[config.mk]
export PLATFORM = sky130hd
export DESIGN_NAME = teleop_session_arbiter_flat
export DESIGN_NICKNAME = d
export VERILOG_FILES = /design/src/rtl/tsa_pkg.sv /design/src/rtl/tsa_ifs.sv /design/src/rtl/tsa_core.sv /design/src/rtl/tsa_queue.sv /design/src/rtl/teleop_session_arbiter.sv /design/src/flat_wrapper.sv
export SDC_FILE = /design/constraint.sdc
export NUM_CORES = 2
export LEC_CHECK = 0
export BUFFER_PORTS_ARGS = -buffer_cell sky130_fd_sc_hd__buf_4
export CAP_MARGIN = 10
export CORE_ASPECT_RATIO = 1.1
export CORE_MARGIN = 4
export CORE_UTILIZATION = 40
export CTS_BUF_LIST = sky130_fd_sc_hd__clkbuf_2
export DETAILED_ROUTE_END_ITERATION = 12
export GPL_TIMING_DRIVEN = 0
export PLACE_DENSITY_LB_ADDON = 0.05
export SYNTH_ARGS = -nofsm -noshare
export SYNTH_HDL_FRONTEND = slang
export SYNTH_HIERARCHICAL = 1
export SYNTH_SLANG_ARGS = --single-unit
[constraint.sdc]
create_clock -name i_clk -period 17.6 [get_ports i_clk]
set_clock_uncertainty 0.2 [all_clocks]
set_input_delay 1.76 -clock i_clk [delete_from_list [all_inputs] [get_ports i_clk]]
set_output_delay 1.76 -clock i_clk [all_outputs]
set_load 0.005 [all_outputs]
[src/rtl/tsa_pkg.sv]
package tsa_pkg;

    localparam int unsigned CFG_IDX_W  = 2;
    localparam int unsigned CFG_DATA_W = 16;

    localparam logic [CFG_IDX_W-1:0] CFG_MAX_THRUST = 2'd0;
    localparam logic [CFG_IDX_W-1:0] CFG_DEADMAN    = 2'd1;
    localparam logic [CFG_IDX_W-1:0] CFG_HEARTBEAT  = 2'd2;

    localparam logic       OP_FRAME = 1'b0;
    localparam logic       OP_TICK  = 1'b1;

    localparam logic [1:0] FK_CMD        = 2'd0;
    localparam logic [1:0] FK_CONNECT    = 2'd1;
    localparam logic [1:0] FK_DISCONNECT = 2'd2;

    localparam logic [1:0] ACK_OK   = 2'd0;
    localparam logic [1:0] ACK_BUSY = 2'd1;
    localparam logic [1:0] ACK_BYE  = 2'd2;

    localparam logic       KIND_ACK  = 1'b0;
    localparam logic       KIND_SNAP = 1'b1;

    localparam logic [14:0] FULL_SCALE    = 15'd25600;
    localparam logic [14:0] MAX_THRUST_RST = 15'd25600;
    localparam logic [15:0] DEADMAN_RST   = 16'd10;
    localparam logic [15:0] HEARTBEAT_RST = 16'd2;
    localparam logic [15:0] AGE_MAX       = 16'hFFFF;

    localparam int unsigned Q_DEPTH = 4;
    localparam int unsigned Q_AW    = $clog2(Q_DEPTH);

    typedef struct packed {
        logic               op;
        logic [1:0]         frame_kind;
        logic [31:0]        src_ip;
        logic [15:0]        sender_port;
        logic [31:0]        session_id;
        logic [31:0]        seq;
        logic [4:0]         field_present;
        logic signed [15:0] thrust_left;
        logic signed [15:0] thrust_right;
        logic               estop_request;
        logic signed [15:0] surge_in;
        logic signed [15:0] yaw_in;
    } t_in_word;

    typedef struct packed {
        logic               kind;
        logic [1:0]         ack_code;
        logic [31:0]        ack_seq;
        logic [31:0]        dest_ip;
        logic [15:0]        dest_port;
        logic               claim;
        logic               estop_out;
        logic signed [15:0] surge_out;
        logic signed [15:0] yaw_out;
        logic signed [15:0] thrust_left_out;
        logic signed [15:0] thrust_right_out;
        logic               last;
    } t_out_word;

    typedef struct packed {
        logic [1:0] n;
        t_out_word  w0;
        t_out_word  w1;
    } t_push;

endpackage

[src/rtl/tsa_ifs.sv]
interface tsa_in_if;
    import tsa_pkg::*;
    logic     valid;
    logic     ready;
    t_in_word data;
    modport source(output valid, output data, input ready);
    modport sink(input valid, input data, output ready);
endinterface

interface tsa_out_if;
    import tsa_pkg::*;
    logic      valid;
    logic      ready;
    t_out_word data;
    modport source(output valid, output data, input ready);
    modport sink(input valid, input data, output ready);
endinterface

[src/rtl/tsa_core.sv]
module tsa_core (
    input  logic                                i_clk,
    input  logic                                i_rst_n,
    input  logic                                i_accept,
    input  tsa_pkg::t_in_word                   i_word,
    input  logic                                i_cfg_we,
    input  logic [tsa_pkg::CFG_IDX_W-1:0]       i_cfg_idx,
    input  logic [tsa_pkg::CFG_DATA_W-1:0]      i_cfg_data,
    output tsa_pkg::t_push                      o_push
);
    import tsa_pkg::*;

    logic [14:0]        r_max_thrust;
    logic [15:0]        r_deadman;
    logic [15:0]        r_heartbeat;

    logic               r_active,     n_active;
    logic [31:0]        r_owner_ip,   n_owner_ip;
    logic [15:0]        r_owner_port, n_owner_port;
    logic [31:0]        r_owner_sid,  n_owner_sid;
    logic [31:0]        r_last_seq,   n_last_seq;
    logic [15:0]        r_rx_age,     n_rx_age;
    logic [15:0]        r_ack_age,    n_ack_age;
    logic signed [15:0] r_left,       n_left;
    logic signed [15:0] r_right,      n_right;
    logic signed [15:0] r_surge,      n_surge;
    logic signed [15:0] r_yaw,        n_yaw;
    logic               r_estop,      n_estop;

    logic [14:0]        lim;
    logic               is_owner;
    logic               base_zero;
    logic signed [15:0] b_left, b_right, b_surge, b_yaw;
    logic               b_estop;
    logic signed [16:0] c_left, c_right, c_sum, c_diff, c_surge, c_yaw;
    logic signed [15:0] a_left, a_right, a_surge, a_yaw;
    logic               a_estop;
    logic [15:0]        fa_inc, aa_inc;
    t_push              push;

    function automatic logic signed [16:0] clip17(input logic signed [16:0] x,
                                                  input logic [14:0] l);
        logic signed [16:0] sl;
        sl = signed'({2'b00, l});
        if (x > sl) begin
            return sl;
        end else if (x < -sl) begin
            return -sl;
        end
        return x;
    endfunction

    function automatic t_out_word mk_ack(input logic [1:0] t, input logic [31:0] sq,
                                         input logic [31:0] ip, input logic [15:0] port,
                                         input logic act, input logic es);
        t_out_word w;
        w           = '0;
        w.kind      = KIND_ACK;
        w.ack_code  = t;
        w.ack_seq   = sq;
        w.dest_ip   = ip;
        w.dest_port = port;
        w.claim     = act;
        w.estop_out = es;
        return w;
    endfunction

    function automatic t_out_word mk_snap(input logic act, input logic es,
                                          input logic signed [15:0] s,
                                          input logic signed [15:0] y,
                                          input logic signed [15:0] l,
                                          input logic signed [15:0] r);
        t_out_word w;
        logic      drv;
        drv       = act && !es;
        w         = '0;
        w.kind    = KIND_SNAP;
        w.claim   = act;
        w.estop_out = es;
        if (drv) begin
            w.surge_out        = s;
            w.yaw_out          = y;
            w.thrust_left_out  = l;
            w.thrust_right_out = r;
        end
        return w;
    endfunction

    // command path
    always_comb begin
        lim       = (r_max_thrust > FULL_SCALE) ? FULL_SCALE : r_max_thrust;
        base_zero = !r_active;
        b_left    = base_zero ? '0 : r_left;
        b_right   = base_zero ? '0 : r_right;
        b_surge   = base_zero ? '0 : r_surge;
        b_yaw     = base_zero ? '0 : r_yaw;
        b_estop   = base_zero ? 1'b0 : r_estop;

        c_left  = i_word.field_present[0] ? signed'({i_word.thrust_left[15], i_word.thrust_left})
                                          : signed'({b_left[15], b_left});
        c_right = i_word.field_present[1]
                ? signed'({i_word.thrust_right[15], i_word.thrust_right})
                : signed'({b_right[15], b_right});
        c_left  = clip17(c_left, lim);
        c_right = clip17(c_right, lim);
        a_estop = i_word.field_present[2] ? i_word.estop_request : b_estop;
        c_sum   = c_left + c_right;
        c_diff  = c_left - c_right;
        if (i_word.field_present[4:3] == 2'b00) begin
            c_surge = c_sum >>> 1;
            c_yaw   = c_diff >>> 1;
        end else begin
            c_surge = i_word.field_present[3] ? signed'({i_word.surge_in[15], i_word.surge_in})
                                              : signed'({b_surge[15], b_surge});
            c_yaw   = i_word.field_present[4] ? signed'({i_word.yaw_in[15], i_word.yaw_in})
                                              : signed'({b_yaw[15], b_yaw});
        end
        c_surge = clip17(c_surge, FULL_SCALE);
        c_yaw   = clip17(c_yaw, FULL_SCALE);
        a_left  = c_left[15:0];
        a_right = c_right[15:0];
        a_surge = c_surge[15:0];
        a_yaw   = c_yaw[15:0];
    end

    // session control and results
    always_comb begin
        n_active     = r_active;
        n_owner_ip   = r_owner_ip;
        n_owner_port = r_owner_port;
        n_owner_sid  = r_owner_sid;
        n_last_seq   = r_last_seq;
        n_rx_age     = r_rx_age;
        n_ack_age    = r_ack_age;
        n_left       = r_left;
        n_right      = r_right;
        n_surge      = r_surge;
        n_yaw        = r_yaw;
        n_estop      = r_estop;
        push         = '0;

        is_owner = (i_word.src_ip == r_owner_ip) && (i_word.sender_port == r_owner_port)
                && (i_word.session_id == r_owner_sid);
        fa_inc   = (r_rx_age != AGE_MAX) ? r_rx_age + 16'd1 : r_rx_age;
        aa_inc   = (r_ack_age != AGE_MAX) ? r_ack_age + 16'd1 : r_ack_age;

        if (i_word.op == OP_TICK) begin
            n_rx_age  = fa_inc;
            n_ack_age = aa_inc;
            if (r_active && (fa_inc >= r_deadman)) begin
                n_active = 1'b0;
                n_left   = '0;
                n_right  = '0;
                n_estop  = 1'b0;
                push.w0  = mk_snap(1'b0, 1'b0, r_surge, r_yaw, '0, '0);
                push.w1  = mk_snap(1'b0, 1'b0, r_surge, r_yaw, '0, '0);
                push.n   = 2'd2;
            end else begin
                push.w0 = mk_snap(r_active, r_estop, r_surge, r_yaw, r_left, r_right);
                push.n  = 2'd1;
                if (r_active && (r_heartbeat != '0) && (aa_inc >= r_heartbeat)) begin
                    push.w1   = mk_ack(ACK_OK, r_last_seq, r_owner_ip, r_owner_port,
                                       1'b1, r_estop);
                    push.n    = 2'd2;
                    n_ack_age = '0;
                end
            end
        end else if (!r_active) begin
            n_ack_age = '0;
            push.n    = 2'd1;
            if ((i_word.frame_kind == FK_CMD) || (i_word.frame_kind == FK_CONNECT)) begin
                n_active     = 1'b1;
                n_owner_ip   = i_word.src_ip;
                n_owner_port = i_word.sender_port;
                n_owner_sid  = i_word.session_id;
                n_last_seq   = i_word.seq;
                n_rx_age     = '0;
                if (i_word.frame_kind == FK_CMD) begin
                    n_left  = a_left;
                    n_right = a_right;
                    n_surge = a_surge;
                    n_yaw   = a_yaw;
                    n_estop = a_estop;
                end else begin
                    n_left  = '0;
                    n_right = '0;
                    n_surge = '0;
                    n_yaw   = '0;
                    n_estop = 1'b0;
                end
                push.w0 = mk_ack(ACK_OK, i_word.seq, i_word.src_ip, i_word.sender_port,
                                 1'b1, n_estop);
            end else begin
                push.w0 = mk_ack(ACK_BYE, i_word.seq, i_word.src_ip, i_word.sender_port,
                                 1'b0, r_estop);
            end
        end else if (!is_owner) begin
            n_ack_age = '0;
            push.n    = 2'd1;
            push.w0   = mk_ack(ACK_BUSY, i_word.seq, i_word.src_ip, i_word.sender_port,
                               1'b1, r_estop);
        end else if (i_word.seq > r_last_seq) begin
            n_last_seq = i_word.seq;
            n_rx_age   = '0;
            n_ack_age  = '0;
            if (i_word.frame_kind == FK_DISCONNECT) begin
                push.w0  = mk_ack(ACK_BYE, i_word.seq, i_word.src_ip, i_word.sender_port,
                                  1'b1, r_estop);
                push.w1  = mk_snap(1'b0, 1'b0, r_surge, r_yaw, '0, '0);
                push.n   = 2'd2;
                n_active = 1'b0;
                n_left   = '0;
                n_right  = '0;
                n_estop  = 1'b0;
            end else begin
                n_left  = a_left;
                n_right = a_right;
                n_surge = a_surge;
                n_yaw   = a_yaw;
                n_estop = a_estop;
                push.w0 = mk_ack(ACK_OK, i_word.seq, i_word.src_ip, i_word.sender_port,
                                 1'b1, a_estop);
                push.n  = 2'd1;
            end
        end

        if (push.n == 2'd2) begin
            push.w1.last = 1'b1;
        end else begin
            push.w0.last = 1'b1;
        end
        if (!i_accept) begin
            push.n = 2'd0;
        end
    end

    assign o_push = push;

    always_ff @(posedge i_clk) begin
        if (!i_rst_n) begin
            r_max_thrust <= MAX_THRUST_RST;
            r_deadman    <= DEADMAN_RST;
            r_heartbeat  <= HEARTBEAT_RST;
        end else if (i_cfg_we) begin
            case (i_cfg_idx)
                CFG_MAX_THRUST: r_max_thrust <= i_cfg_data[14:0];
                CFG_DEADMAN:    r_deadman    <= i_cfg_data[15:0];
                CFG_HEARTBEAT:  r_heartbeat  <= i_cfg_data[15:0];
                default: begin
                end
            endcase
        end
    end

    always_ff @(posedge i_clk) begin
        if (!i_rst_n) begin
            r_active     <= 1'b0;
            r_owner_ip   <= '0;
            r_owner_port <= '0;
            r_owner_sid  <= '0;
            r_last_seq   <= '0;
            r_rx_age     <= '0;
            r_ack_age    <= '0;
            r_left       <= '0;
            r_right      <= '0;
            r_surge      <= '0;
            r_yaw        <= '0;
            r_estop      <= 1'b0;
        end else if (i_accept) begin
            r_active     <= n_active;
            r_owner_ip   <= n_owner_ip;
            r_owner_port <= n_owner_port;
            r_owner_sid  <= n_owner_sid;
            r_last_seq   <= n_last_seq;
            r_rx_age     <= n_rx_age;
            r_ack_age    <= n_ack_age;
            r_left       <= n_left;
            r_right      <= n_right;
            r_surge      <= n_surge;
            r_yaw        <= n_yaw;
            r_estop      <= n_estop;
        end
    end

endmodule

[src/rtl/tsa_queue.sv]
module tsa_queue (
    input  logic               i_clk,
    input  logic               i_rst_n,
    input  tsa_pkg::t_push     i_push,
    input  logic               i_pop,
    output logic               o_room,
    output logic               o_valid,
    output tsa_pkg::t_out_word o_word
);
    import tsa_pkg::*;

    t_out_word        r_mem [Q_DEPTH];
    logic [Q_AW-1:0]  r_wr, n_wr;
    logic [Q_AW-1:0]  r_rd, n_rd;
    logic [Q_AW:0]    r_count, n_count;
    logic             pop;
    logic [Q_AW-1:0]  wr_next;

    assign o_room  = r_count <= (Q_AW+1)'(Q_DEPTH - 2);
    assign o_valid = r_count != '0;
    assign o_word  = r_mem[r_rd];
    assign pop     = i_pop && o_valid;
    assign wr_next = r_wr + Q_AW'(1);

    always_comb begin
        n_wr    = r_wr + Q_AW'(i_push.n);
        n_rd    = pop ? r_rd + Q_AW'(1) : r_rd;
        n_count = r_count + (Q_AW+1)'(i_push.n) - (Q_AW+1)'(pop);
    end

    always_ff @(posedge i_clk) begin
        if (i_push.n != 2'd0) begin
            r_mem[r_wr] <= i_push.w0;
        end
        if (i_push.n == 2'd2) begin
            r_mem[wr_next] <= i_push.w1;
        end
    end

    always_ff @(posedge i_clk) begin
        if (!i_rst_n) begin
            r_wr    <= '0;
            r_rd    <= '0;
            r_count <= '0;
        end else begin
            r_wr    <= n_wr;
            r_rd    <= n_rd;
            r_count <= n_count;
        end
    end

endmodule

[src/rtl/teleop_session_arbiter.sv]
// Remote-control session arbiter. Each accepted word (a parsed command frame or a time
// tick) is resolved in the cycle it is taken: session ownership, sequence filtering,
// thrust clipping and the deadman are updated at once; the result words (none for a
// stale owner frame, else one or two) go to a four-word queue, from which one word
// leaves per cycle while the output is ready, last marking the final word of each
// input. The input side is ready whenever the queue has at least two free slots, so an
// input word can be taken every cycle; the sustained pace is bounded by the output port
// draining one result word per cycle: one input per cycle for single-result words, less
// for two-word ones (disconnects, ticks with a heartbeat or deadman). Configuration
// writes take effect on the next cycle and are expected only while no results wait.
module teleop_session_arbiter (
    input  logic                               i_clk,
    input  logic                               i_rst_n,
    tsa_in_if.sink                             i_in,
    tsa_out_if.source                          o_out,
    input  logic                               i_cfg_we,
    input  logic [tsa_pkg::CFG_IDX_W-1:0]      i_cfg_idx,
    input  logic [tsa_pkg::CFG_DATA_W-1:0]     i_cfg_data
);
    import tsa_pkg::*;

    logic  room;
    logic  accept;
    t_push push;

    assign i_in.ready = room;
    assign accept     = i_in.valid && room;

    tsa_core u_core (
        .i_clk      (i_clk),
        .i_rst_n    (i_rst_n),
        .i_accept   (accept),
        .i_word     (i_in.data),
        .i_cfg_we   (i_cfg_we),
        .i_cfg_idx  (i_cfg_idx),
        .i_cfg_data (i_cfg_data),
        .o_push     (push)
    );

    tsa_queue u_queue (
        .i_clk   (i_clk),
        .i_rst_n (i_rst_n),
        .i_push  (push),
        .i_pop   (o_out.ready),
        .o_room  (room),
        .o_valid (o_out.valid),
        .o_word  (o_out.data)
    );

endmodule
[src/flat_wrapper.sv]
// flat-port wrapper written by rule: the top's interface ports become plain ports
module teleop_session_arbiter_flat import tsa_pkg::*;
  (i_clk, i_rst_n, i_cfg_we, i_cfg_idx, i_cfg_data, i_in_valid, i_in_data, i_in_ready, o_out_valid, o_out_data, o_out_ready);
  tsa_in_if i_in_i ();
  tsa_out_if o_out_i ();
  input  logic i_clk;
  input  logic i_rst_n;
  input  logic i_cfg_we;
  input  logic [tsa_pkg::CFG_IDX_W-1:0] i_cfg_idx;
  input  logic [tsa_pkg::CFG_DATA_W-1:0] i_cfg_data;
  input wire logic [$bits(i_in_i.valid)-1:0] i_in_valid;
  input wire logic [$bits(i_in_i.data)-1:0] i_in_data;
  output wire logic [$bits(i_in_i.ready)-1:0] i_in_ready;
  output wire logic [$bits(o_out_i.valid)-1:0] o_out_valid;
  output wire logic [$bits(o_out_i.data)-1:0] o_out_data;
  input wire logic [$bits(o_out_i.ready)-1:0] o_out_ready;
  assign i_in_i.valid = i_in_valid;
  assign i_in_i.data = i_in_data;
  assign i_in_ready = i_in_i.ready;
  assign o_out_valid = o_out_i.valid;
  assign o_out_data = o_out_i.data;
  assign o_out_i.ready = o_out_ready;
  teleop_session_arbiter u_core (.i_clk(i_clk), .i_rst_n(i_rst_n), .i_in(i_in_i), .o_out(o_out_i), .i_cfg_we(i_cfg_we), .i_cfg_idx(i_cfg_idx), .i_cfg_data(i_cfg_data));
endmodule
==> metrics.md <==
| Metric | Value |
|---|---|
| Worst Max-Slew Pin Slew | 1287 ps |
| Total number of vias | 37.80k |
| Mapped Area | 50,020 um^2 |
| Setup slack after placement | 5556 ps |
| Min-Delay Endpoint | u_core/u_core/r_deadman[12]$_SDFFE_PN0P_ |
| CTS root buf | clkbuf_2 |
| Critical Path Sink Type | flip-flop |
| Tcrit/Tclk final | 70.72% |
| Register bit total from synthesis | 866 |
| Register-to-Register Path Depth | 32 |
| CTS HTree Levels | 4 |
| Post-synth ARST share | 0% |
| Crit Path Max Fanout | 10 |
| Gr usage total | 25.87% |
| Number of global-route vias before repair | 37.40k |
| Final setup margin | 5154 ps |
| Initial DRC Count | 3,338 |
| Met3 Track Usage GR | 5.549% |
| CP required | 18,890 ps |
| Largest net degree at the start of global routing | 26 |
| Final setup viols | 0 |
| Routability cong. | 0.9387 |
| CP max stage delay | 880 ps |
| P per Cell Area | 95.17 nW/um^2 |
| Antenna-violating nets left | 0 |
| Reg clk slew, reported paths | 100 ps |
| Total CTS buffers | 232 |
| I/O pins | 360 |
| DP Cell Count | 6,393 |
| Die width | 345.2 um |
| Initial Util | 40.46% |
| Fin crit period | 12,450 ps |
| Arrival time worst endpoint | 13,740 ps |
| Drc violations | 0 |
| Total global routing overflow | 0 |
| Crit-path slowest cell | clkbuf_1 |
| Ys Warns | 6 |
| Startpoint Class | flip-flop |
| Critical path class | reg -> reg |
| Setup TNS | 0 ps |
| Status | completed |
| Maxcap violations | 0 |
| Clk_lat worst skew | 1700 ps |
| Total iterations of the first detailed-routing run | 7 |
| Hold Buf Count CTS | 132 |
| Average size of a mapped cell | 11.67 um^2 |
| R2r endpoint | u_core/u_core/r_yaw[1]$_SDFFE_PN0P_ |
| Busiest grt layer | met2 |
| WL final | 172,800 um |
| Core Area | 123,600 um^2 |
| Worst min-delay path category | reg -> reg |
| Register-to-register setup slack | 5150 ps |
| CTS tree | built |
| Initial antenna violation count | 19 |
| Register area share after synthesis | 46.67% |
| Peak supply drop | 0.04357 mV |
| Leakage power total | 23.19 nW |
| CTS Buffer Depth | 3 |
| Hold Path Stages | 2 |
| Die Area | 130,800 um^2 |
| Final layout net count | 5,483 |
| Fin cells | 6,971 |
| Drt wl/cell | 24.78 um |
| Relative slew slack | 14.20% |
| Synth Instances | 4,287 |
| Area grow syn2layout | 18.64% |
| PostCTS Resize Cnt | 0 |
| Fin util | 47.99% |
| First-pass GRT wire length | 250,500 um |
| Main synth FF type | edfxtp_1 |
| Total power | 5.647 mW |
| Hpwl dp | 128,800 um |
| Die Height | 378.9 um |
| Min-delay src | u_core/u_core/r_deadman[12]$_SDFFE_PN0P_ |
| EDFF count, synth | 600 |
| RSZ-0062 raised after global routing | no |
| Max Freq | 0.08035 GHz |
| Reg-to-Reg Start | u_core/u_core/r_active$_SDFFE_PN0P_ |
| Site row count | 135 |
| Final Max Tran Viols | 0 |
| Grt met1 use | 36.11% |
| Final Hold Fails | 0 |
| Most used cell, CP | clkbuf_1 |
| Port bufs | 357 |
| Met2 Usage GRT | 40.39% |
| DR vias/cell | 5.423 |
| Synth cell types | 98 |
| CTS Sinks | 866 |
| Layout cell share with drive strength beyond 1 | 28.46% |
| Setup bufs post-CTS | 0 |
[worst max-delay path, delay by kind of cell (launching register included)]
kind / cells / cell delay [ps]
AO/OA/AOI/OAI: 14 / 4110
XOR/XNOR: 1 / 190
adder cells (fa/ha/maj): 2 / 760
flip-flops: 1 / 320
buffers and inverters: 9 / 4640
AND/OR/NAND/NOR: 6 / 1980
[through the flow]
| stage | hold WS (ps) | instance area (um^2) |
|---|---|---|
| floorplan | 234.1 | 50260 |
| global placement | 253.0 | 55000 |
| detailed placement | 259.3 | 55790 |
| CTS | 4.572 | 59300 |
| global route | 84.59 | 59320 |
| finish | 270.7 | 59340 |
[cell type report]
| cell class | instances | area, um^2 |
|---|---|---|
| multi-input cells | 3008 | 24760 |
| clock inverters | 84 | 456.7 |
| repair buffers | 529 | 4730 |
| flip-flops and latches | 866 | 23340 |
| inverters | 138 | 518.0 |
| plain buffers | 340 | 1704 |
| well taps | 1644 | 2057 |
| diodes | 15 | 37.54 |
| fillers | 11663 | 64300 |
| clock buffers | 347 | 1737 |
[state kept, by name, indices dropped and copies added (netlist names), named ones only]
| register | flops |
|---|---|
| u_core/u_core/r_ack_age | 16 |
| u_core/u_core/r_active | 1 |
| u_core/u_core/r_deadman | 16 |
| u_core/u_core/r_estop | 1 |
| u_core/u_core/r_heartbeat | 16 |
| u_core/u_core/r_last_seq | 32 |
| u_core/u_core/r_left | 16 |
| u_core/u_core/r_max_thrust | 15 |
| u_core/u_core/r_owner_ip | 32 |
| u_core/u_core/r_owner_port | 16 |
| u_core/u_core/r_owner_sid | 32 |
| u_core/u_core/r_right | 16 |
| u_core/u_core/r_rx_age | 16 |
| u_core/u_core/r_surge | 16 |
| u_core/u_core/r_yaw | 16 |
| u_core/u_queue/r_count | 3 |
| u_core/u_queue/r_mem | 600 |
| u_core/u_queue/r_rd | 2 |
| u_core/u_queue/r_wr | 2 |
[cell usage in the layout (no fill, tap or decap), drive strengths merged, types with 52 or more instances in the layout]
master | synthesis | final
clkbuf | 161 | 508
a21o | 52 | 52
nor2 | 106 | 106
mux2 | 602 | 602
a22oi | 58 | 58
dlygate4sd3 | 0 | 132
and2 | 132 | 132
nor2b | 103 | 103
a21boi | 132 | 132
and3 | 96 | 96
nor3 | 66 | 66
ha | 157 | 157
dfxtp | 266 | 266
conb | 1 | 66
o21ai | 125 | 125
a21oi | 123 | 123
nand2 | 440 | 440
nand3 | 67 | 67
mux4 | 150 | 150
edfxtp | 600 | 600
inv | 136 | 139
buf | 179 | 576
clkinv | 2 | 75
xor2 | 64 | 64
[metal layers]
metal  routed length, um  vias to the layer above
met5                  38                        -
met1               77640                    18484
li1                    -                    17727
met3               12090                      224
met4                4477                        6
met2               78510                     1360
[kinds of logic (layout without fill, tap and decap cells)]
logic type                 after synthesis  in the layout  share of synthesized area, %
AOI/OAI and AO/OA                      709            709                         9.780
muxes                                  803            803                         21.33
adders and majority gates              160            160                         4.047
buffers and inverters                  478           1438                         4.437
other                                    1             81                      0.007497
xor gates and xnor gates               117            117                         2.104
and+or+nand+nor                       1153           1153                         11.62
DFF                                    866            866                         46.67
[where the power goes]
group,switching [mW],internal (mW)
Clock,0.900,0.582
Sequential,0.0611,2.40
Combinational,0.918,0.783
[Yosys cell counts, types with 89 or more instances]
library cell	count	share of area, %
nor2_1	106	0.80
a21boi_0	132	2.0
clkbuf_1	161	1.2
nand2_1	440	3.3
a21oi_1	123	1.2
mux2_1	209	4.7
o21ai_0	117	1.2
inv_1	136	1.0
dfxtp_1	266	11
nor2b_1	103	1.3
buf_4	89	1.3
ha_1	157	3.9
edfxtp_1	600	36
mux2_2	392	8.8
mux4_2	150	6.8
and3_1	96	1.2
and2_1	132	1.7
[worst max path at each step]
stage               cells after the start                                     to                              startpoint
finish                                 32    u_core/u_core/r_yaw[1]$_SDFFE_PN0P_     u_core/u_core/r_active$_SDFFE_PN0P_
global route                           32    u_core/u_core/r_yaw[1]$_SDFFE_PN0P_     u_core/u_core/r_active$_SDFFE_PN0P_
CTS                                    32    u_core/u_core/r_yaw[1]$_SDFFE_PN0P_     u_core/u_core/r_active$_SDFFE_PN0P_
detailed placement                     32    u_core/u_core/r_yaw[1]$_SDFFE_PN0P_     u_core/u_core/r_active$_SDFFE_PN0P_
global placement                       14  u_core/u_queue/r_mem[0][91]$_DFFE_PP_                          i_in_data[151]
floorplan                              23   u_core/u_queue/r_mem[0][0]$_DFFE_PP_  u_core/u_core/r_rx_age[4]$_SDFFE_PN0P_
Note: power is estimated with default switching activity, not from simulation.
